==> src/i2cms_pkg.sv <==
// ----------------------------------------------------------------------------
// i2cms_pkg
// Shared types and constants of the I2C master sequencer.
// ----------------------------------------------------------------------------
package i2cms_pkg;

	localparam int unsigned CFG_IDX_W = 2;
	localparam int unsigned CFG_DAT_W = 8;

	// register indexes of the configuration port
	localparam logic [CFG_IDX_W-1:0] CFG_SCL_HIGH_TICKS = 2'd0;
	localparam logic [CFG_IDX_W-1:0] CFG_ACK_LAST_READ  = 2'd1;

	localparam logic [7:0] SCL_HIGH_TICKS_RST = 8'd8;
	localparam logic       ACK_LAST_READ_RST  = 1'b1;

	localparam logic [7:0] ADDR_MASK = 8'hfe;
	localparam logic [7:0] RW_READ   = 8'h01;
	localparam logic [3:0] BITS_PER_BYTE = 4'd8;

	typedef enum logic [1:0] {
		MODE_WRITE = 2'd0,
		MODE_READ  = 2'd1,
		MODE_STOP  = 2'd2,
		MODE_NONE  = 2'd3
	} mode_t;

	typedef enum logic [4:0] {
		PH_IDLE   = 5'd0,
		PH_REL    = 5'd1,
		PH_STA_A  = 5'd2,
		PH_STA_B  = 5'd3,
		PH_TX_LO  = 5'd4,
		PH_TX_HI  = 5'd5,
		PH_ACK_LO = 5'd6,
		PH_ACK_HI = 5'd7,
		PH_LOAD   = 5'd8,
		PH_RX_LO  = 5'd9,
		PH_RX_HI  = 5'd10,
		PH_MA_LO  = 5'd11,
		PH_MA_HI  = 5'd12,
		PH_STO_A  = 5'd13,
		PH_STO_B  = 5'd14,
		PH_STO_C  = 5'd15,
		PH_FIN    = 5'd16
	} phase_t;

	typedef struct packed {
		logic       scl_out;
		logic       sda_release;
		logic [7:0] read_byte;
		logic       read_valid;
		logic       byte_taken;
		logic       done_res;
		logic       nack;
		logic       busy_res;
	} result_t;

endpackage

==> src/i2c_master_sequencer.sv <==
// ----------------------------------------------------------------------------
// i2c_master_sequencer
// Tick-driven I2C master: write, read or stop-only transactions.
// ----------------------------------------------------------------------------
// Usage:
//   Each beat on the input channel (in_valid/in_ready) is one bus tick. It
//   carries an optional command (cmd_valid, mode, dev_addr, byte_count,
//   end_with_stop), the next write byte wdata and the sampled SDA level
//   sda_in. Each input beat yields exactly one output beat (out_valid/
//   out_ready) with the SCL/SDA levels to drive and the status flags.
//   A command is taken only on an idle tick; commands while busy are dropped.
//   The output beat is registered and appears in the cycle after its input
//   beat. Throughput: one tick per cycle while the receiver takes each beat;
//   the sequencer state and the result register update in the same cycle.
//   SCL high phases last 1 + scl_high_ticks ticks (not cycles).
//   Stall: when the receiver holds out_ready low, the result register holds
//   its beat and in_ready drops, freezing the sequencer until the beat goes.
//   Reset: phase idle, scl_high_ticks = 8, ack_last_read = 1, no output
//   beat pending; the result register (bus levels) is not reset.
//   Configuration: cfg_valid/cfg_ready with cfg_index and cfg_data; always
//   ready; write only while idle. Index 0 scl_high_ticks, 1 ack_last_read.
// ----------------------------------------------------------------------------
module i2c_master_sequencer
	import i2cms_pkg::*;
(
	input  logic                 clk,
	input  logic                 arst_n,
	// configuration write channel
	input  logic                 cfg_valid,
	output logic                 cfg_ready,
	input  logic [CFG_IDX_W-1:0] cfg_index,
	input  logic [CFG_DAT_W-1:0] cfg_data,
	// tick input channel
	input  logic                 in_valid,
	output logic                 in_ready,
	input  logic                 cmd_valid,
	input  logic [1:0]           mode,
	input  logic [6:0]           dev_addr,
	input  logic [7:0]           byte_count,
	input  logic                 end_with_stop,
	input  logic [7:0]           wdata,
	input  logic                 sda_in,
	// tick result channel
	output logic                 out_valid,
	input  logic                 out_ready,
	output logic                 scl_out,
	output logic                 sda_release,
	output logic [7:0]           read_byte,
	output logic                 read_valid,
	output logic                 byte_taken,
	output logic                 done_res,
	output logic                 nack,
	output logic                 busy_res
);

	// configuration registers
	logic [7:0] scl_high_ticks_q;
	logic       ack_last_read_q;

	// sequencer state
	phase_t     phase_q,        phase_n;
	logic [3:0] bit_index_q,    bit_index_n;
	logic [7:0] bytes_left_q,   bytes_left_n;
	logic [7:0] shift_reg_q,    shift_reg_n;
	logic [7:0] addr_byte_q,    addr_byte_n;
	logic [1:0] op_kind_q,      op_kind_n;
	logic       stop_pending_q, stop_pending_n;
	logic       nack_seen_q,    nack_seen_n;
	logic [7:0] hold_count_q,   hold_count_n;

	// result register
	result_t    res_n, res_q;
	logic       out_valid_q;

	logic       in_fire;
	logic [2:0] bitpos;
	logic       tx_bit;
	logic       ma_sda;
	logic [7:0] rx_shift;

	assign cfg_ready = 1'b1;
	// accept a tick whenever the result slot is free or is drained this cycle
	assign in_ready  = ~out_valid_q | out_ready;
	assign in_fire   = in_valid & in_ready;

	assign bitpos   = 3'd7 - bit_index_q[2:0];
	assign tx_bit   = shift_reg_q[bitpos];
	assign ma_sda   = (bytes_left_q == 8'd1) && !ack_last_read_q;
	assign rx_shift = shift_reg_q | ({7'd0, sda_in} << bitpos);

	always_ff @(posedge clk or negedge arst_n) begin
		if (!arst_n) begin
			scl_high_ticks_q <= SCL_HIGH_TICKS_RST;
			ack_last_read_q  <= ACK_LAST_READ_RST;
		end else if (cfg_valid && cfg_ready) begin
			unique case (cfg_index)
				CFG_SCL_HIGH_TICKS: scl_high_ticks_q <= cfg_data;
				CFG_ACK_LAST_READ:  ack_last_read_q  <= cfg_data[0];
				default: ;
			endcase
		end
	end

	// next phase and tick outputs
	always_comb begin
		phase_n        = phase_q;
		bit_index_n    = bit_index_q;
		bytes_left_n   = bytes_left_q;
		shift_reg_n    = shift_reg_q;
		addr_byte_n    = addr_byte_q;
		op_kind_n      = op_kind_q;
		stop_pending_n = stop_pending_q;
		nack_seen_n    = nack_seen_q;
		hold_count_n   = hold_count_q;

		res_n             = '0;
		res_n.scl_out     = 1'b1;
		res_n.sda_release = 1'b1;
		res_n.busy_res    = 1'b1;

		unique case (phase_q)
			PH_IDLE: begin
				res_n.busy_res = 1'b0;
				if (cmd_valid && mode != MODE_NONE) begin
					res_n.busy_res = 1'b1;
					op_kind_n      = mode;
					nack_seen_n    = 1'b0;
					if (mode == MODE_STOP) begin
						stop_pending_n = 1'b1;
						phase_n        = PH_STO_A;
					end else begin
						addr_byte_n    = ({dev_addr, 1'b0} & ADDR_MASK)
							| ((mode == MODE_READ) ? RW_READ : 8'd0);
						bytes_left_n   = byte_count;
						stop_pending_n = end_with_stop;
						phase_n        = PH_REL;
					end
				end
			end
			PH_REL: phase_n = PH_STA_A;
			PH_STA_A: begin
				res_n.sda_release = 1'b0;
				phase_n           = PH_STA_B;
			end
			PH_STA_B: begin
				res_n.sda_release = 1'b0;
				res_n.scl_out     = 1'b0;
				shift_reg_n       = addr_byte_q;
				bit_index_n       = 4'd0;
				phase_n           = PH_TX_LO;
			end
			PH_TX_LO: begin
				res_n.scl_out     = 1'b0;
				res_n.sda_release = tx_bit;
				hold_count_n      = scl_high_ticks_q;
				phase_n           = PH_TX_HI;
			end
			PH_TX_HI: begin
				res_n.sda_release = tx_bit;
				if (hold_count_q != 8'd0) begin
					hold_count_n = hold_count_q - 8'd1;
				end else begin
					bit_index_n = bit_index_q + 4'd1;
					phase_n     = (bit_index_n >= BITS_PER_BYTE) ? PH_ACK_LO : PH_TX_LO;
				end
			end
			PH_ACK_LO: begin
				res_n.scl_out = 1'b0;
				hold_count_n  = scl_high_ticks_q;
				phase_n       = PH_ACK_HI;
			end
			PH_ACK_HI: begin
				if (hold_count_q != 8'd0) begin
					hold_count_n = hold_count_q - 8'd1;
				end else if (sda_in) begin
					nack_seen_n = 1'b1;
					phase_n     = stop_pending_q ? PH_STO_A : PH_FIN;
				end else if (bytes_left_q == 8'd0) begin
					phase_n = stop_pending_q ? PH_STO_A : PH_FIN;
				end else if (op_kind_q == MODE_READ) begin
					bit_index_n = 4'd0;
					shift_reg_n = 8'd0;
					phase_n     = PH_RX_LO;
				end else begin
					phase_n = PH_LOAD;
				end
			end
			PH_LOAD: begin
				res_n.scl_out    = 1'b0;
				res_n.byte_taken = 1'b1;
				shift_reg_n      = wdata;
				bytes_left_n     = bytes_left_q - 8'd1;
				bit_index_n      = 4'd0;
				phase_n          = PH_TX_LO;
			end
			PH_RX_LO: begin
				res_n.scl_out = 1'b0;
				hold_count_n  = scl_high_ticks_q;
				phase_n       = PH_RX_HI;
			end
			PH_RX_HI: begin
				if (hold_count_q != 8'd0) begin
					hold_count_n = hold_count_q - 8'd1;
				end else begin
					shift_reg_n = rx_shift;
					bit_index_n = bit_index_q + 4'd1;
					if (bit_index_n >= BITS_PER_BYTE) begin
						res_n.read_valid = 1'b1;
						res_n.read_byte  = rx_shift;
						phase_n          = PH_MA_LO;
					end else begin
						phase_n = PH_RX_LO;
					end
				end
			end
			PH_MA_LO: begin
				res_n.scl_out     = 1'b0;
				res_n.sda_release = ma_sda;
				hold_count_n      = scl_high_ticks_q;
				phase_n           = PH_MA_HI;
			end
			PH_MA_HI: begin
				res_n.sda_release = ma_sda;
				if (hold_count_q != 8'd0) begin
					hold_count_n = hold_count_q - 8'd1;
				end else begin
					bytes_left_n = bytes_left_q - 8'd1;
					if (bytes_left_n == 8'd0) begin
						phase_n = stop_pending_q ? PH_STO_A : PH_FIN;
					end else begin
						bit_index_n = 4'd0;
						shift_reg_n = 8'd0;
						phase_n     = PH_RX_LO;
					end
				end
			end
			PH_STO_A: begin
				res_n.scl_out     = 1'b0;
				res_n.sda_release = 1'b0;
				phase_n           = PH_STO_B;
			end
			PH_STO_B: begin
				res_n.sda_release = 1'b0;
				phase_n           = PH_STO_C;
			end
			PH_STO_C: begin
				addr_byte_n    = 8'd0;
				stop_pending_n = 1'b0;
				res_n.done_res = 1'b1;
				res_n.nack     = nack_seen_q;
				phase_n        = PH_IDLE;
			end
			PH_FIN: begin
				// no stop: hold SCL low one more tick and report completion
				res_n.scl_out  = 1'b0;
				res_n.done_res = 1'b1;
				res_n.nack     = nack_seen_q;
				phase_n        = PH_IDLE;
			end
			default: begin
				res_n.busy_res = 1'b0;
				phase_n        = PH_IDLE;
			end
		endcase
	end

	// advance the sequencer only on an accepted tick
	always_ff @(posedge clk or negedge arst_n) begin
		if (!arst_n) begin
			phase_q        <= PH_IDLE;
			bit_index_q    <= '0;
			bytes_left_q   <= '0;
			shift_reg_q    <= '0;
			addr_byte_q    <= '0;
			op_kind_q      <= '0;
			stop_pending_q <= 1'b0;
			nack_seen_q    <= 1'b0;
			hold_count_q   <= '0;
		end else if (in_fire) begin
			phase_q        <= phase_n;
			bit_index_q    <= bit_index_n;
			bytes_left_q   <= bytes_left_n;
			shift_reg_q    <= shift_reg_n;
			addr_byte_q    <= addr_byte_n;
			op_kind_q      <= op_kind_n;
			stop_pending_q <= stop_pending_n;
			nack_seen_q    <= nack_seen_n;
			hold_count_q   <= hold_count_n;
		end
	end

	// result slot: fill on an accepted tick, drop when the beat is taken
	always_ff @(posedge clk or negedge arst_n) begin
		if (!arst_n) begin
			out_valid_q <= 1'b0;
		end else if (in_fire) begin
			out_valid_q <= 1'b1;
		end else if (out_ready) begin
			out_valid_q <= 1'b0;
		end
	end

	always_ff @(posedge clk) begin
		if (in_fire) begin
			res_q <= res_n;
		end
	end

	assign out_valid   = out_valid_q;
	assign scl_out     = res_q.scl_out;
	assign sda_release = res_q.sda_release;
	assign read_byte   = res_q.read_byte;
	assign read_valid  = res_q.read_valid;
	assign byte_taken  = res_q.byte_taken;
	assign done_res    = res_q.done_res;
	assign nack        = res_q.nack;
	assign busy_res    = res_q.busy_res;

endmodule

==> config.mk <==
export PLATFORM = sky130hd
export DESIGN_NAME = i2c_master_sequencer
export DESIGN_NICKNAME = d
export VERILOG_FILES = /design/src/i2cms_pkg.sv /design/src/i2c_master_sequencer.sv
export SDC_FILE = /design/constraint.sdc
export NUM_CORES = 1
export LEC_CHECK = 0
export ABC_AREA = 1
export ABC_CLOCK_PERIOD_IN_PS = 2980
export CAP_MARGIN = 20
export CORE_MARGIN = 5
export CORE_UTILIZATION = 60
export DETAILED_ROUTE_END_ITERATION = 8
export DONT_BUFFER_PORTS = 1
export PLACE_DENSITY = 0.76
export SLEW_MARGIN = 20
export SYNTH_ARGS = -nofsm -noshare
export SYNTH_HDL_FRONTEND = slang
export SYNTH_SLANG_ARGS = --single-unit
==> constraint.sdc <==
create_clock -name clk -period 2.98 [get_ports clk]
set_clock_uncertainty 0.1 [all_clocks]
set_input_delay 0.149 -clock clk [delete_from_list [all_inputs] [get_ports clk]]
set_output_delay 0.149 -clock clk [all_outputs]
set_load 0.005 [all_outputs]
After elaboration in Yosys (flattened, before gate mapping). Cells that the tools add are included.

Register bits after elaboration: 70. Input port bits: 43. Output and inout bits: 18. Logic and storage cells: 165.

Add/sub/neg operators: 4. Order comparisons: 2. Equal/unequal tests: 35. Shift operators: 1. Muxes and demuxes: 58. Bitwise operators: 7. Reduce and logical (&&, ||, !) cells: 38.

Operator list (number): 8-bit two-way mux (13); 5-bit one-hot mux with 14 select lines (1); 5-bit two-way mux (9); 5-bit by 4-bit equality test with 1-bit output, second input constant (8); 8-bit one-hot mux with 5 select lines (1); 4-bit two-way mux (8); 8-bit one-hot mux with 2 select lines (2); 2-bit != test, second input constant (13); 8-bit one-hot mux with 3 select lines (1); 5-bit by 3-bit equality test with 1-bit output, second input constant (4); 9-bit AND reduction (2); 8-bit zero test (2); 4-bit one-hot mux with 4 select lines (1); 16-bit OR reduction (1); 8-bit by 1-bit subtractor with 8-bit output, second input constant (2); 1-bit two-way mux (14); 2-bit OR reduction (6); 4-bit OR reduction (3); 5-bit by 2-bit equality test with 1-bit output, second input constant (2); 5-bit AND reduction (2); 3-bit AND reduction (3); 8-bit by 1-bit equality test with 1-bit output, second input constant (1); 8-bit by 1-bit bitwise OR with 8-bit output (1); 8-bit bitwise OR (1); 31 further kinds (44).

Depth between registers and ports, before layout.
Word-level depth: 6. Depth in mapped cells: 14. Depth with buffers taken out: 14.

Worst setup path after synthesis. OpenSTA, ideal clock, no wires.

Path kind: reg-to-reg. Start point: register bytes_left_q[0]. End point: register shift_reg_q[4]. Data arrival time: 1678 ps. Slack: 1125 ps. Cell stages (with the launch flop): 14. Buffers on the path: 1. Path through: dfrtp_1 -> inv_1 -> ha_1 -> nand2_1 -> nand2_1 -> nand2_1 -> nor2_1 -> nand2_1 -> nor2_1 -> nand3_2 -> nand2_4 -> buf_6 -> nand2_1 -> o21ai_1.

Word-level cells in the longest chain between the ends: 4.

RTL lines: start: declaration (line i2c_master_sequencer.sv:63) `logic [7:0] bytes_left_q, bytes_left_n;`; start signal: assignment (line i2c_master_sequencer.sv:282) `bytes_left_q <= bytes_left_n;`; 8-bit by 1-bit subtractor with 8-bit output (line i2c_master_sequencer.sv:227) `bytes_left_n = bytes_left_q - 8'd1;`; 8-bit zero test (line i2c_master_sequencer.sv:228) `if (bytes_left_n == 8'd0) begin`; 2-bit != test (no source line); 9-bit AND reduction (no source line) (*); end signal: assignment (line i2c_master_sequencer.sv:283) `shift_reg_q <= shift_reg_n;`; end: declaration (line i2c_master_sequencer.sv:64) `logic [7:0] shift_reg_q, shift_reg_n;`.

Every way passes the cells marked *; elsewhere a longest branch is shown, timed or not. A chain may end at the register's enable or synchronous reset.

Worst setup path after layout.
Start point: register phase_q[4]. End point: register bytes_left_q[3].

Word-level cells in the longest chain between the ends: 3.

RTL lines: start: declaration (line i2c_master_sequencer.sv:61) `phase_t phase_q, phase_n;`; start signal: assignment (line i2c_master_sequencer.sv:280) `phase_q <= phase_n;`; 5-bit by 4-bit equality test with 1-bit output or 5-bit zero test (tied branches) (line i2c_master_sequencer.sv:121) `unique case (phase_q)`; 2-bit != test (no source line) or 3-bit nonzero test (tied branches); 5-bit AND reduction (no source line).

Parallel ways exist; a longest one is shown, timed or not.

==> summary.txt <==
Yosys
  – Synth area leaders: dfrtp_1 (32%), edfxtp_1 (11%), nand2_1 (11%), inv_1 (5.7%), nor2_1 (4.9%)
  – Share of the synthesized area in the top cell type: 0.317
  – Yosys warnings: 0
  – Synth Instances: 526
  – Ys flop type: dfrtp_1
  – Synth Cell Area: 4180 sq um
  – Avg Cell Area, Syn: 7.94 sq um
  – Post-Syn Nets: ~570
  – Register area share after synthesis: 0.438
  – Simple logic cell fraction of the synthesized area: 0.285
  – Yosys reg bits: 70
  – Xor/xnor share of the synthesized area: 0.0126
  – Count of cell types in the netlist: 47
  – Largest area contributor in the netlist: dfrtp_1
  – Adder-Cell Fraction of Synth Area: 0.0150
  – Largest family of logic cells by synthesized area: simple AND/OR/NAND/NOR gates
  – Fraction of registers with async set/reset: 0.786
  – Multiplexer share of the synthesized area: 0.0162
  – Post-synth EDFFs: 15
  – Synth Area in Compound Gates: 0.150

Die
  – Std-Cell Rows: 30
  – Die area: a little under 9000 sq um
  – Initial core utilization: 0.615
  – Die width: 93.5 um
  – Die Ht: 93.5 um
  – Core area: 6790 sq um
  – Num ports: 61

GRT
  – Tot GR Track Use: 0.244
  – Initial antenna violation count: 0
  – Met2 Use GR: 0.427
  – GR Util met1: 0.296
  – Pin count of the biggest net entering global routing: 56
  – Busiest layer in global routing: met2
  – First-pass GRT wire length: 16700 um
  – Met3 Use GR: 0.0402
  – Remaining global-route overflow: 0
  – Vias in the first global route: 3540

Routing
  – Post-route DRC: 0
  – DR iter-0 viols: 285
  – Detailed Route WL: 9980 um
  – Vias per cell: between 5 and 6
  – 1st-pass router iterations: 5
  – Post-route antenna net violation count: 0
  – Via count: about 3600
  – DR WL/cell: roughly 15 um

Worst setup path
  – CP peak stage delay: 0.44 ns
  – Top cell by count, worst path: nor2_4
  – Worst Setup EP: bytes_left_q[3]$_DFFE_PN0P_
  – R2R depth: 9
  – CP endpoint kind: flop
  – CP required: around 3.1 ns
  – Critical R2R Launch: phase_q[4]$_DFFE_PN0P_
  – Reg2Reg Setup Slack: 0.50 ns
  – Crit path kind: flop to flop
  – CP Launch Type: flop
  – CP arrival: between 2 and 3 ns
  – CP cell instances: inv_2 -> nand3_4 -> nor2_4 -> inv_1 -> nand2_1 -> o22ai_1 -> nor2_4 -> nor2_1 -> a31oi_1
  – Worst Path Max Fanout: 16
  – Critical Path Source: phase_q[4]$_DFFE_PN0P_
  – RR Endpoint: bytes_left_q[3]$_DFFE_PN0P_
  – Worst path slowest cell: dfrtp_1

Final layout
  – Final cell utilization of the core: 0.699
  – Layout Nets: about 600
  – Commonest non-fill, non-tap cell in the layout: nand2_1
  – ANT cells: 0
  – Ratio of cells with drive above 1 in the final layout: 0.138
  – Post-Layout Inst Area: roughly 4700 sq um
  – Syn-to-layout area delta: 13.7%
  – Commonest cells after routing, fill and taps aside: nand2_1 (118), inv_1 (63), nor2_1 (55)
  – FILL cells: 558

Clocking
  – Post_cts resized: 0
  – Root Driver: clkbuf_8
  – Clk Latency, worst-skew pair: 0.35 ns
  – Clk slew on worst S/H paths: 0.08 ns
  – CTS tree: built
  – Post-CTS Repair Setup Buffers: 0
  – Longest Clk Path Bufs: 2
  – H-tree levels: 3
  – CTS buffer count: 9
  – Clock sink total: 70

STA
  – RSZ-0062 raised after global routing: no
  – Slew @ Worst Pin: 0.518 ns
  – Final Slew Violations: 0
  – Fin Setup TNS: 0 ns
  – Final setup viols: 0
  – Fmax: 403 MHz
  – Relative slew margins: 0.652
  – Final hold violations: 0
  – Tcrit/Tclk final: 0.832
  – Min Tclk post-route: roughly 2.5 ns
  – Hold WS: 0.00525 ns

Power and ir drop
  – Leak: 2.22 nW
  – Pwr Density: 879 nW/um^2
  – Worst vdd ir: about 0.45 mV

Flow run
  – Max-cap violations: 0

Placed design
  – Dpl hpwl: 7350 um
  – Final Wtd Congestion: 0.899
  – Port Buffers: 0
  – Placed instance area: 4240 sq um

Min path
  – Worst min-delay path category: input port to flop

Run status
  – Status: finished clean
==> sequential cells by signal, summed over array words and instances (netlist names) <==
name / flops
sda_release: 1
read_byte: 8
addr_byte_q: 8
stop_pending_q: 1
busy_res: 1
shift_reg_q: 8
ack_last_read_q: 1
scl_out: 1
hold_count_q: 8
op_kind_q: 2
phase_q: 5
bytes_left_q: 8
scl_high_ticks_q: 8
nack_seen_q: 1
read_valid: 1
done_res: 1
nack: 1
bit_index_q: 4
out_valid: 1
byte_taken: 1
==> layer usage <==
metal | share of wire | vias to the layer above
met4 | 0.025 | 0
met2 | 0.50 | 144
met1 | 0.41 | 1642
met5 | 0 | -
met3 | 0.059 | 25
li1 | - | 1794
==> worst min path at each step <==
stage                  startpoint                         end  slack, ns  cells after the start
floorplan                  arst_n  addr_byte_q[0]$_DFFE_PN0P_      -0.25                      0
global placement           arst_n  shift_reg_q[5]$_DFFE_PN0P_      -0.25                      0
detailed placement         arst_n  shift_reg_q[5]$_DFFE_PN0P_      -0.24                      0
CTS                 end_with_stop  stop_pending_q$_DFFE_PN0P_      0.006                      2
global route        end_with_stop  stop_pending_q$_DFFE_PN0P_       0.02                      2
finish              end_with_stop  stop_pending_q$_DFFE_PN0P_      0.005                      2
==> cell families after synthesis <==
| logic type | Yosys count |
|---|---|
| other | 1 |
| buffers and inverters | 83 |
| AND/OR/NAND/NOR | 251 |
| adder cells (fa/ha/maj) | 5 |
| AO/OA/AOI/OAI | 104 |
| multiplexers | 6 |
| flip-flops | 70 |
| XOR/XNOR | 6 |
==> synth_stat cells (all sizes together) (3+ instances only) <==
library cell / instances
a21oi: 22
o211ai: 6
nand2: 129
nor4: 4
a31oi: 5
ha: 5
a22oi: 4
buf: 8
inv: 73
nor3: 9
nand3: 32
o21ai: 58
edfxtp: 15
mux2: 6
nor2: 71
dfrtp: 53
xor2: 6
nand3b: 3
==> power breakdown <==
part	total, mW	switching [mW]	leakage, nW	internal [mW]
clock network	0.740	0.355	0.0904	0.385
logic	1.88	1.24	1.32	0.639
registers	1.55	0.240	0.815	1.31
total	4.17	1.84	2.22	2.34
==> layout make-up <==
class                           count  area (sq um)  area share
Clock buffer                       12           135      0.0285
Sequential cell                    70          1830       0.385
Clock inverter                      4          47.5      0.0100
Inverter                           73           277      0.0582
Tap cell                           96           120      0.0253
Multi-Input combinational cell    373          2010       0.422
Timing Repair Buffer               32           335      0.0706
==> through the flow <==
stage | power (mW) | worst slack [ns] | instances
after global placement | 3.33 | 0.682 | 613
after detailed placement | 3.38 | 0.575 | 613
after CTS | 4.17 | 0.570 | 660
after global routing | 4.53 | 0.273 | 660
after floorplan | 2.99 | 1.13 | 526
final | 4.17 | 0.500 | 660
==> critical path, delay by kind of cell, from the launching register on <==
family	cells	cell delay, ns
AND/OR/NAND/NOR	5	1.17
flip-flops	1	0.44
AO/OA/AOI/OAI	2	0.37
buffers and inverters	2	0.30
==> timing repair <==
action | 4_1_cts | 5_1_grt
setup endpoints to repair | 0 | 0
hold endpoints to repair | 84 | 0
hold buffers | 31 | 0
Power figures use the tool's default switching activity.
